--- src/rtl/olir_pkg.sv ---
// Package for the ordered list core: field widths, operation and status codes,
// and the structs that pass between the controller, the entry memory and the top level.
// Depends on nothing.
package olir_pkg;

   localparam int DEPTH_DEFAULT = 32;
   localparam int DATA_W        = 32;
   localparam int POS_W         = 6;
   localparam int ADDR_W        = 6;
   localparam int OP_W          = 2;
   localparam int STATUS_W      = 2;

   localparam logic [OP_W-1:0] OP_PREPEND = 2'd0;
   localparam logic [OP_W-1:0] OP_APPEND  = 2'd1;
   localparam logic [OP_W-1:0] OP_INSERT  = 2'd2;
   localparam logic [OP_W-1:0] OP_REMOVE  = 2'd3;

   localparam logic [STATUS_W-1:0] STATUS_DONE  = 2'd0;
   localparam logic [STATUS_W-1:0] STATUS_FULL  = 2'd1;
   localparam logic [STATUS_W-1:0] STATUS_RANGE = 2'd2;

   typedef logic [ADDR_W-1:0] addr_type;

   typedef struct packed {
      logic                     wr_en;
      addr_type                 wr_addr;
      logic signed [DATA_W-1:0] wr_data;
      logic                     rd_en;
      addr_type                 rd_addr;
   } mem_cmd_type;

   typedef struct packed {
      logic                valid;
      logic                empty;
      logic                last;
      logic [STATUS_W-1:0] status;
   } rsp_ctl_type;

endpackage

--- src/rtl/olir_mem.sv ---
// Entry memory of the ordered list core: one write port and one read port,
// with a registered read result. Depends on olir_pkg.
module olir_mem #(
   parameter int DEPTH = olir_pkg::DEPTH_DEFAULT
) (
   input  logic                                clock,
   input  olir_pkg::mem_cmd_type               mem_cmd,
   output logic signed [olir_pkg::DATA_W-1:0]  rd_data
);

   localparam int AW = (DEPTH > 1) ? $clog2(DEPTH) : 1;

   logic signed [olir_pkg::DATA_W-1:0] entries_ff [DEPTH];
   logic signed [olir_pkg::DATA_W-1:0] rd_data_ff;

   always_ff @(posedge clock) begin
      if (mem_cmd.wr_en) begin
         entries_ff[mem_cmd.wr_addr[AW-1:0]] <= mem_cmd.wr_data;
      end
      if (mem_cmd.rd_en) begin
         rd_data_ff <= entries_ff[mem_cmd.rd_addr[AW-1:0]];
      end
   end

   assign rd_data = rd_data_ff;

endmodule

--- src/rtl/olir_ctrl.sv ---
// Sequencer of the ordered list core: decodes an operation, moves entries through
// the memory one read and one write per cycle, then reads the list out in order.
// Depends on olir_pkg.
module olir_ctrl #(
   parameter int DEPTH = olir_pkg::DEPTH_DEFAULT
) (
   input  logic                                clock,
   input  logic                                reset,
   input  logic                                start,
   output logic                                busy,
   input  logic [olir_pkg::OP_W-1:0]           op,
   input  logic [olir_pkg::POS_W-1:0]          position,
   input  logic signed [olir_pkg::DATA_W-1:0]  item_value,
   input  logic signed [olir_pkg::DATA_W-1:0]  rd_data,
   output olir_pkg::mem_cmd_type               mem_cmd,
   output olir_pkg::rsp_ctl_type               rsp_ctl
);

   localparam int AW = (DEPTH > 1) ? $clog2(DEPTH) : 1;
   localparam int LW = $clog2(DEPTH + 1);
   localparam int CW = (LW > olir_pkg::POS_W) ? LW : olir_pkg::POS_W;

   typedef enum logic [2:0] {
      ST_IDLE  = 3'b001,
      ST_SHIFT = 3'b010,
      ST_EMIT  = 3'b100
   } state_type;

   state_type                           state_ff, state_in;
   logic [LW-1:0]                       length_ff, length_in;
   logic [LW-1:0]                       cnt_ff, cnt_in;
   logic [LW-1:0]                       src_ff, src_in;
   logic [LW-1:0]                       dest_ff, dest_in;
   logic                                wpend_ff, wpend_in;
   logic                                remove_ff, remove_in;
   logic                                ins_ff, ins_in;
   logic [AW-1:0]                       idx_ff, idx_in;
   logic signed [olir_pkg::DATA_W-1:0]  value_ff, value_in;
   logic [olir_pkg::STATUS_W-1:0]       status_ff, status_in;
   logic [LW-1:0]                       emit_ff, emit_in;
   olir_pkg::rsp_ctl_type               rsp_ff, rsp_in;

   always_comb begin
      logic [CW-1:0] len_x;
      logic [CW-1:0] pos_x;
      logic [CW-1:0] idx_x;
      logic          full;

      len_x     = CW'(length_ff);
      pos_x     = CW'(position);
      full      = (length_ff == LW'(DEPTH));
      idx_x     = '0;
      state_in  = state_ff;
      length_in = length_ff;
      cnt_in    = cnt_ff;
      src_in    = src_ff;
      dest_in   = dest_ff;
      wpend_in  = 1'b0;
      remove_in = remove_ff;
      ins_in    = ins_ff;
      idx_in    = idx_ff;
      value_in  = value_ff;
      status_in = status_ff;
      emit_in   = emit_ff;
      rsp_in    = '0;
      mem_cmd   = '0;

      case (state_ff)
         ST_IDLE: begin
            if (start) begin
               case (op)
                  olir_pkg::OP_PREPEND: idx_x = '0;
                  olir_pkg::OP_APPEND:  idx_x = len_x;
                  olir_pkg::OP_INSERT:  idx_x = (pos_x > len_x) ? len_x : pos_x;
                  default:              idx_x = pos_x;
               endcase
               idx_in   = idx_x[AW-1:0];
               value_in = item_value;
               emit_in  = '0;
               if (op == olir_pkg::OP_REMOVE) begin
                  if (pos_x >= len_x) begin
                     status_in = olir_pkg::STATUS_RANGE;
                     state_in  = ST_EMIT;
                  end else begin
                     status_in = olir_pkg::STATUS_DONE;
                     length_in = length_ff - LW'(1);
                     cnt_in    = LW'(len_x - idx_x - CW'(1));
                     src_in    = LW'(idx_x + CW'(1));
                     remove_in = 1'b1;
                     ins_in    = 1'b0;
                     state_in  = ST_SHIFT;
                  end
               end else if (full) begin
                  status_in = olir_pkg::STATUS_FULL;
                  state_in  = ST_EMIT;
               end else begin
                  status_in = olir_pkg::STATUS_DONE;
                  length_in = length_ff + LW'(1);
                  cnt_in    = LW'(len_x - idx_x);
                  src_in    = length_ff - LW'(1);
                  remove_in = 1'b0;
                  ins_in    = 1'b1;
                  state_in  = ST_SHIFT;
               end
            end
         end
         ST_SHIFT: begin
            if (wpend_ff) begin
               mem_cmd.wr_en   = 1'b1;
               mem_cmd.wr_addr = olir_pkg::addr_type'(dest_ff[AW-1:0]);
               mem_cmd.wr_data = rd_data;
            end
            if (cnt_ff != '0) begin
               mem_cmd.rd_en   = 1'b1;
               mem_cmd.rd_addr = olir_pkg::addr_type'(src_ff[AW-1:0]);
               wpend_in        = 1'b1;
               cnt_in          = cnt_ff - LW'(1);
               if (remove_ff) begin
                  dest_in = src_ff - LW'(1);
                  src_in  = src_ff + LW'(1);
               end else begin
                  dest_in = src_ff + LW'(1);
                  src_in  = src_ff - LW'(1);
               end
            end else if (!wpend_ff) begin
               if (ins_ff) begin
                  mem_cmd.wr_en   = 1'b1;
                  mem_cmd.wr_addr = olir_pkg::addr_type'(idx_ff);
                  mem_cmd.wr_data = value_ff;
               end
               state_in = ST_EMIT;
            end
         end
         ST_EMIT: begin
            rsp_in.valid  = 1'b1;
            rsp_in.status = status_ff;
            if (length_ff == '0) begin
               rsp_in.empty = 1'b1;
               rsp_in.last  = 1'b1;
               state_in     = ST_IDLE;
            end else begin
               mem_cmd.rd_en   = 1'b1;
               mem_cmd.rd_addr = olir_pkg::addr_type'(emit_ff[AW-1:0]);
               emit_in         = emit_ff + LW'(1);
               if (emit_ff == length_ff - LW'(1)) begin
                  rsp_in.last = 1'b1;
                  state_in    = ST_IDLE;
               end
            end
         end
         default: begin
            state_in = ST_IDLE;
         end
      endcase
   end

   always_ff @(posedge clock) begin
      if (reset) begin
         state_ff  <= ST_IDLE;
         length_ff <= '0;
         wpend_ff  <= 1'b0;
         rsp_ff    <= '0;
      end else begin
         state_ff  <= state_in;
         length_ff <= length_in;
         wpend_ff  <= wpend_in;
         rsp_ff    <= rsp_in;
      end
   end

   always_ff @(posedge clock) begin
      cnt_ff    <= cnt_in;
      src_ff    <= src_in;
      dest_ff   <= dest_in;
      remove_ff <= remove_in;
      ins_ff    <= ins_in;
      idx_ff    <= idx_in;
      value_ff  <= value_in;
      status_ff <= status_in;
      emit_ff   <= emit_in;
   end

   assign busy    = (state_ff != ST_IDLE);
   assign rsp_ctl = rsp_ff;

endmodule

--- src/rtl/ordered_list_insert_remove_core.sv ---
// Ordered list core: an operation is accepted when start is high and busy is low.
// Steps: any entries that must move are shifted, the new item is written for an insertion,
// then the list as it stands after the operation is read out in order, one result transfer per
// entry, or one empty transfer; a dropped or out-of-range operation moves no entry. Busy stays
// high until the last result transfer is presented, so operations never overlap; the receiver cannot stall.
// Synchronous active-high reset empties the list and returns the sequencer to idle.
module ordered_list_insert_remove_core #(
   parameter int DEPTH = olir_pkg::DEPTH_DEFAULT
) (
   input  logic                                clock,
   input  logic                                reset,
   input  logic                                start,
   output logic                                busy,
   input  logic [olir_pkg::OP_W-1:0]           req_op,
   input  logic [olir_pkg::POS_W-1:0]          req_position,
   input  logic signed [olir_pkg::DATA_W-1:0]  req_item_value,
   output logic                                rsp_valid,
   output logic signed [olir_pkg::DATA_W-1:0]  rsp_entry_value,
   output logic                                rsp_list_empty,
   output logic                                rsp_last_entry,
   output logic [olir_pkg::STATUS_W-1:0]       rsp_op_status
);

   olir_pkg::mem_cmd_type              mem_cmd;
   olir_pkg::rsp_ctl_type              rsp_ctl;
   logic signed [olir_pkg::DATA_W-1:0] rd_data;

   olir_ctrl #(
      .DEPTH(DEPTH)
   ) u_ctrl (
      .clock      (clock),
      .reset      (reset),
      .start      (start),
      .busy       (busy),
      .op         (req_op),
      .position   (req_position),
      .item_value (req_item_value),
      .rd_data    (rd_data),
      .mem_cmd    (mem_cmd),
      .rsp_ctl    (rsp_ctl)
   );

   olir_mem #(
      .DEPTH(DEPTH)
   ) u_mem (
      .clock   (clock),
      .mem_cmd (mem_cmd),
      .rd_data (rd_data)
   );

   assign rsp_valid       = rsp_ctl.valid;
   assign rsp_list_empty  = rsp_ctl.empty;
   assign rsp_last_entry  = rsp_ctl.last;
   assign rsp_op_status   = rsp_ctl.status;
   assign rsp_entry_value = rsp_ctl.empty ? '0 : rd_data;

endmodule

--- config.mk ---
export PLATFORM = sky130hd
export DESIGN_NAME = ordered_list_insert_remove_core
export DESIGN_NICKNAME = d
export VERILOG_FILES = /design/src/rtl/olir_pkg.sv /design/src/rtl/olir_mem.sv /design/src/rtl/olir_ctrl.sv /design/src/rtl/ordered_list_insert_remove_core.sv
export SDC_FILE = /design/constraint.sdc
export NUM_CORES = 1
export LEC_CHECK = 0
export BUFFER_PORTS_ARGS = -buffer_cell sky130_fd_sc_hd__buf_2
export CAP_MARGIN = 20
export CELL_PAD_IN_SITES_DETAIL_PLACEMENT = 1
export CELL_PAD_IN_SITES_GLOBAL_PLACEMENT = 2
export CORE_MARGIN = 2
export CORE_UTILIZATION = 30
export DETAILED_ROUTE_END_ITERATION = 7
export PLACE_DENSITY = 0.62
export REMOVE_ABC_BUFFERS = 1
export SYNTH_ARGS = -nofsm -noshare
export SYNTH_HDL_FRONTEND = slang
export SYNTH_SLANG_ARGS = --single-unit
--- constraint.sdc ---
create_clock -name clock -period 4.33 [get_ports clock]
set_input_delay 0.6495 -clock clock [delete_from_list [all_inputs] [get_ports clock]]
set_output_delay 0.6495 -clock clock [all_outputs]
set_load 0.02 [all_outputs]
Yosys cells after proc, flatten, opt, wreduce, memory -nomap -nowiden
Memories as Yosys holds them, arrays and structs flattened. A register that Yosys moved wholly into a read port is not among the register bits.
Cells that the tools add are included.

cells by class
  bitwise logic cells = 2
  $lt $le $gt $ge = 2
  muxes and demuxes = 58
  equal/unequal tests = 19
  reduce and logical (&&, ||, !) cells = 13
  add/subtract/negate cells = 9

operators with widths
  kind                   count
  $mux W39               5
  $mux W6                19
  $pmux W6 S2            3
  $mux W32               1
  $add A6 B1 Y6 const B  4
  $mux W3                8
  $sub A6 B1 Y6 const B  4
  $pmux W6 S3            1
  $mux W7                2
  $pmux W7 S2            1
  $mux W1                13
  $ne A2 B2 Y1 const B   6
  $mux W5                2
  $pmux W3 S3            1
  $reduce_and A4 Y1      2
  $eq A6 B6 Y1           1
  $eq A6 B6 Y1 const B   1
  $ge A6 B6 Y1           1
  $gt A6 B6 Y1           1
  $logic_not A6 Y1       1
  $ne A3 B1 Y1 const B   2
  $ne A3 B3 Y1 const B   2
  $reduce_bool A6 Y1     1
  $sub A6 B6 Y6          1
  other kinds (14)       20

storage, ports and cells
  memory bits (writable) = 1024
  word-level logic and storage cells = 120
  flip-flop bits (word level) = 79
  memories kept = 1

memories
  memory            depth  width  rd ports  clocked after memory_dff  wr ports  line            text
  u_mem.entries_ff  32     32     1         1                         1         olir_mem.sv:13  logic signed [olir_pkg::DATA_W-1:0] entries_ff [DEPTH];

Depth between registers and ports, before layout
  word-level depth = 11
  gate-level depth with buffers = 17
  mapped depth without buffers = 16

Cells and area by module
Synthesis repeated with hierarchy kept, for this count alone.

unflattened totals
  cells, all modules = 2714
  area total of the unflattened synthesis = 45483.6 µm²

modules (own cells, without submodules)
  module                           cells each  instances  area an instance (µm²)
  olir_mem                         2260        1          40812.9
  olir_ctrl                        419         1          4448.0
  ordered_list_insert_remove_core  35          1          222.7

Worst setup path before layout
Ideal clock, no wire load.

  path kind = register to register
  start point = reg u_ctrl.length_ff[0]
  end point = reg u_mem.rd_data_ff (netlist bit u_mem.rd_data[0]) (read register of u_mem.entries_ff), enable pin
  buffers on the path = 1
  arrival time = 3.528 ns
  slack = 0.337 ns
  stages on the path, launching flop included = 7
  required time = 3.864 ns
  path through = dfxtp_1 clkbuf_1 inv_1 ha_1 or4b_4 nor2_2 o21ai_0

RTL lines
  element                 line              text
  from (decl)             olir_ctrl.sv:30   logic [LW-1:0] length_ff, length_in;
  from (signal assigned)  olir_ctrl.sv:165  length_ff <= length_in;
  to (decl)               olir_mem.sv:14    logic signed [olir_pkg::DATA_W-1:0] rd_data_ff;

Worst setup path after layout
  start point = reg u_ctrl.cnt_ff[0]
  end point = reg u_mem.rd_data_ff (netlist bit u_mem.rd_data[2]) (read register of u_mem.entries_ff), data pin

on the way
  word-level cells in the longest chain between the ends = 3

ends and longest elaborated chain
  element                 line              text
  from (decl)             olir_ctrl.sv:31   logic [LW-1:0] cnt_ff, cnt_in;
  from (signal assigned)  olir_ctrl.sv:172  cnt_ff <= cnt_in;
  $reduce_bool A6 Y1      olir_ctrl.sv:113  if (cnt_ff != '0) begin
  $mux W7                 olir_ctrl.sv:113
  $pmux W7 S2             olir_ctrl.sv:68   case (state_ff)

Every way passes these cells.
A chain may end at the register's enable or synchronous reset.

==> report_table.html <==
<table>
<tr><th>Metric</th><th>Value</th></tr>
<tr><th colspan="2">CTS</th></tr>
<tr><td>Clock buffers created by TritonCTS</td><td>between 100 and 150</td></tr>
<tr><td>Longest Clk Path Bufs</td><td>3</td></tr>
<tr><td>Number of sinks driven by the clock tree</td><td>about 1.1k</td></tr>
<tr><td>Post-CTS setup buffer count</td><td>0</td></tr>
<tr><td>Maximum level of the CTS H-tree</td><td>4</td></tr>
<tr><td>Clock root buffer</td><td>sky130_fd_sc_hd__clkbuf_16</td></tr>
<tr><td>CTS tree</td><td>done</td></tr>
<tr><td>Clock transition at the registers of the reported paths</td><td>around 0.060 ns</td></tr>
<tr><td>Source-to-sink clock delay at the later pin of the worst-skew pair</td><td>roughly 0.77 ns</td></tr>
<tr><th colspan="2">Floorplanning</th></tr>
<tr><td>Starting utilization of the core area</td><td>30.1%</td></tr>
<tr><td>X dimension of the die</td><td>between 300 and 400 um</td></tr>
<tr><td>Num ports</td><td>81</td></tr>
<tr><td>Overall die height</td><td>approximately 400 um</td></tr>
<tr><td>Area of the die</td><td>0.153 sq mm</td></tr>
<tr><td>Site row count</td><td>about 140</td></tr>
<tr><td>Area of the placeable core</td><td>about 0.15 sq mm</td></tr>
<tr><th colspan="2">Synth</th></tr>
<tr><td>Number of cells produced by synthesis</td><td>between 3k and 4k</td></tr>
<tr><td>EDFF count, synth</td><td>between 1k and 1.5k</td></tr>
<tr><td>Share of the yosys chip area belonging to registers</td><td>75.3%</td></tr>
<tr><td>Cell variety after synth</td><td>60</td></tr>
<tr><td>Cell area after synthesis</td><td>0.0450 sq mm</td></tr>
<tr><td>Average instance area after synthesis</td><td>between 10 and 15 sq um</td></tr>
<tr><td>Synth warnings</td><td>0</td></tr>
<tr><td>Fraction of registers with async set/reset</td><td>0%</td></tr>
<tr><td>Most common flop cell mapped by yosys</td><td>sky130_fd_sc_hd__edfxtp_1</td></tr>
<tr><td>Flops &amp; latches, synth</td><td>~1.1k</td></tr>
<tr><th colspan="2">Timing</th></tr>
<tr><td>Final count of hold timing violations</td><td>0</td></tr>
<tr><td>Count of endpoints failing setup in the final report</td><td>0</td></tr>
<tr><td>Upper clock frequency limit</td><td>between 200 and 300 MHz</td></tr>
<tr><td>Final slew viol count</td><td>0</td></tr>
<tr><td>Setup repair after global routing missed its margin</td><td>false</td></tr>
<tr><td>Transition at the pin with the smallest max-transition slack</td><td>0.932 ns</td></tr>
<tr><td>Post-route clock period utilization</td><td>91.1%</td></tr>
<tr><td>Relative slew slack</td><td>between 30% and 40%</td></tr>
<tr><td>Worst clock skew</td><td>around 0.043 ns</td></tr>
<tr><td>Crit path time final</td><td>3.94 ns</td></tr>
<tr><td>Setup_tns</td><td>0 ns</td></tr>
<tr><td>Worst setup margin</td><td>between 0.3 and 0.4 ns</td></tr>
<tr><th colspan="2">Global route</th></tr>
<tr><td>Vias in the first global route</td><td>slightly below 30k</td></tr>
<tr><td>Global-route wire length before repair</td><td>about 210 mm</td></tr>
<tr><td>Pin count of the biggest net entering global routing</td><td>59</td></tr>
<tr><td>Total overflow reported by the global router</td><td>0</td></tr>
<tr><td>Number of antenna violations at the first check in global routing</td><td>2</td></tr>
<tr><td>Total global routing track utilization</td><td>a little under a fifth</td></tr>
<tr><th colspan="2">Final layout</th></tr>
<tr><td>Fraction of final layout cells with drive strength greater than 1</td><td>around 15%</td></tr>
<tr><td>Final instance area</td><td>between 0.05 and 0.06 sq mm</td></tr>
<tr><td>Fill cell instance count of the final layout</td><td>between 15k and 20k</td></tr>
<tr><td>Core occupancy in the finished layout</td><td>a little over a third</td></tr>
<tr><td>Most common cell after layout, fill and taps aside</td><td>sky130_fd_sc_hd__edfxtp_1</td></tr>
<tr><td>Final Net Count</td><td>3493</td></tr>
<tr><td>Diodes inserted</td><td>0</td></tr>
<tr><td>Final instance count without filler cells</td><td>around 5.5k</td></tr>
<tr><td>Area growth from synthesis to final layout</td><td>19.5%</td></tr>
<tr><td>Most used cells in the layout excluding fill and tap cells</td><td>1119 x sky130_fd_sc_hd__edfxtp_1, 811 x sky130_fd_sc_hd__nand2_1, 265 x sky130_fd_sc_hd__nand3_1</td></tr>
<tr><th colspan="2">Pwr</th></tr>
<tr><td>Lkg Pwr</td><td>roughly 19 nW</td></tr>
<tr><td>Power density over cell area</td><td>approximately 460 mW/mm^2</td></tr>
<tr><td>Max VDD drop</td><td>roughly 0.28 mV</td></tr>
<tr><th colspan="2">Critical path</th></tr>
<tr><td>Kind of end point of the critical path</td><td>flop</td></tr>
<tr><td>Arrival time worst endpoint</td><td>4.49 ns</td></tr>
<tr><td>Crit path required time</td><td>4.88 ns</td></tr>
<tr><td>Highest net fanout along the worst path</td><td>between 40 and 50</td></tr>
<tr><td>Crit path launch type</td><td>flop</td></tr>
<tr><td>Crit path kind</td><td>reg2reg</td></tr>
<tr><td>Beginning of the critical path</td><td>u_ctrl.cnt_ff[0]$_DFFE_PP_</td></tr>
<tr><td>Startpoint of the worst-slack reg-to-reg timing path</td><td>u_ctrl.cnt_ff[0]$_DFFE_PP_</td></tr>
<tr><th colspan="2">Drt</th></tr>
<tr><td>Total wirelength of the detailed-routed design</td><td>about 140 mm</td></tr>
<tr><td>Detailed-route wire length per cell</td><td>about 26 um</td></tr>
<tr><td>Number of routed nets with antenna violations</td><td>0</td></tr>
<tr><td>Number of remaining DRC errors</td><td>0</td></tr>
<tr><td>Via count of the routed design</td><td>about 28k</td></tr>
<tr><td>Average via count per standard cell</td><td>between 5 and 6</td></tr>
<tr><td>Pre-Repair DR Iteration Count</td><td>5</td></tr>
<tr><td>Detailed Route Iter0 Violations</td><td>between 2k and 2.5k</td></tr>
<tr><th colspan="2">Worst hold path</th></tr>
<tr><td>Hold Crit Start</td><td>req_item_value[19]</td></tr>
<tr><td>Tightest Hold Check Type</td><td>in2reg</td></tr>
<tr><th colspan="2">Place</th></tr>
<tr><td>Final weighted congestion in routability-driven placement</td><td>about 0.75</td></tr>
<tr><td>Post-placement cell area</td><td>between 0.04 and 0.05 sq mm</td></tr>
<tr><td>Estimated wirelength of the detail-placed design</td><td>around 80 mm</td></tr>
<tr><td>Count of input and output buffers</td><td>80</td></tr>
<tr><td>Total placed cells including tap cells</td><td>between 5k and 6k</td></tr>
<tr><td>Post-Place Worst Slack</td><td>roughly 0.11 ns</td></tr>
<tr><th colspan="2">Run status</th></tr>
<tr><td>Result of the run</td><td>finished, final reports clean</td></tr>
<tr><th colspan="2">Flow run</th></tr>
<tr><td>Reported max-cap violation count</td><td>0</td></tr>
</table>
-- layout make-up --
class	instances	area (sq um)	area share, %
Timing Repair Buffer	297	2800	5.20
Tap cell	2016	2520	4.69
Inverter	33	125	0.233
Clock buffer	163	3420	6.36
Multi-Input combinational cell	1835	10500	19.5
Sequential cell	1134	33900	63.0
Clock inverter	67	573	1.06
-- through the flow --
step                total power [W]  hold slack [ns]
finish                       0.0248           0.0615
global route                 0.0257           0.0170
CTS                          0.0251          0.00168
detailed placement           0.0147            0.460
global placement             0.0146            0.485
floorplan                    0.0138            0.420
-- timing repair --
action                    4_1_cts  5_1_grt
hold buffers                    3        0
hold endpoints to repair        3        0
resized for setup               0        0
-- worst paths after layout --
kind	endpoint	slack, ns	cells past startpoint
worst max-delay path	u_mem.rd_data[2]$_DFFE_PP_	0.39	14
worst min-delay path	u_ctrl.value_ff[19]$_DFFE_PP_	0.06	1
worst max register to register	u_mem.rd_data[2]$_DFFE_PP_	0.39	14
worst min register to register	u_ctrl.rsp_ctl[0]$_SDFF_PP0_	0.48	1
-- synth_stat cells, types with 6 or more instances --
cell type / number / area share, %
sky130_fd_sc_hd__buf_1: 7 / 0.058
sky130_fd_sc_hd__nand2_1: 813 / 6.8
sky130_fd_sc_hd__nor4_1: 37 / 0.51
sky130_fd_sc_hd__nor2_1: 68 / 0.57
sky130_fd_sc_hd__a31oi_1: 137 / 1.9
sky130_fd_sc_hd__xor2_1: 14 / 0.27
sky130_fd_sc_hd__nor2b_1: 34 / 0.47
sky130_fd_sc_hd__clkbuf_1: 112 / 0.93
sky130_fd_sc_hd__a22o_1: 34 / 0.66
sky130_fd_sc_hd__buf_4: 6 / 0.10
sky130_fd_sc_hd__xnor2_1: 23 / 0.45
sky130_fd_sc_hd__nand3_1: 265 / 2.9
sky130_fd_sc_hd__inv_1: 32 / 0.27
sky130_fd_sc_hd__dfxtp_1: 15 / 0.67
sky130_fd_sc_hd__buf_2: 74 / 0.82
sky130_fd_sc_hd__mux2i_1: 130 / 2.9
sky130_fd_sc_hd__o21ai_0: 19 / 0.21
sky130_fd_sc_hd__a21oi_1: 28 / 0.31
sky130_fd_sc_hd__edfxtp_1: 1119 / 75
sky130_fd_sc_hd__a32oi_1: 138 / 2.7
sky130_fd_sc_hd__nor3_1: 11 / 0.12
sky130_fd_sc_hd__ha_1: 18 / 0.50
-- sequential cells by signal, summed over array words and instances, names as in the netlist --
signal            flops
u_ctrl.cnt_ff         6
u_ctrl.value_ff      32
u_ctrl.dest_ff        5
u_ctrl.state_ff       3
u_mem.rd_data        32
u_ctrl.emit_ff        6
u_ctrl.length_ff      6
u_ctrl.status_ff      2
u_ctrl.remove_ff      1
u_ctrl.src_ff         5
u_mem.entries_ff   1024
u_ctrl.wpend_ff       1
u_ctrl.ins_ff         1
u_ctrl.rsp_ctl        5
u_ctrl.idx_ff         5
-- report_power, final --
part           total, W  leakage [nW]  switching, W  internal [W]
clock network    0.0104          1.94       0.00455       0.00589
registers        0.0124          12.9      0.000206        0.0122
logic           0.00203          3.77       0.00130      0.000723
total            0.0248          18.6       0.00606        0.0188
-- routing by layer --
layer | vias to the layer above | wire length [um] | GRT usage [%]
met5 | - | 13 | 0
met4 | 2 | 2900 | 4.79
met3 | 181 | 6770 | 2.99
met2 | 646 | 66400 | 29.6
met1 | 14800 | 67000 | 26.7
li1 | 12500 | - | -
-- cells by family (layout without fill, tap and decap cells) --
logic type      Yosys count  in the layout  synth area share (%)
compound gates          390            390                  6.41
xor+xnor                 37             37                 0.719
fa+ha+maj                19             19                 0.544
buf+inv                 234            560                  2.24
flops                  1134           1134                  75.3
mux                     130            130                  2.89
simple gates           1259           1259                  11.9
-- worst max-delay path: stages (launching register included) --
cell	delay [ns]
sky130_fd_sc_hd__edfxtp_1	0.42
sky130_fd_sc_hd__inv_1	0.08
sky130_fd_sc_hd__ha_1	0.17
sky130_fd_sc_hd__nor3b_1	0.27
sky130_fd_sc_hd__nor3b_2	0.43
sky130_fd_sc_hd__nand2b_1	0.31
sky130_fd_sc_hd__inv_2	0.22
sky130_fd_sc_hd__a22oi_4	0.26
sky130_fd_sc_hd__buf_12	0.22
sky130_fd_sc_hd__buf_12	0.24
sky130_fd_sc_hd__buf_12	0.27
sky130_fd_sc_hd__nand2_1	0.08
sky130_fd_sc_hd__a32oi_1	0.24
sky130_fd_sc_hd__a31oi_1	0.15
sky130_fd_sc_hd__nor4_1	0.33
No activity file was read; power rests on OpenSTA's default activity.
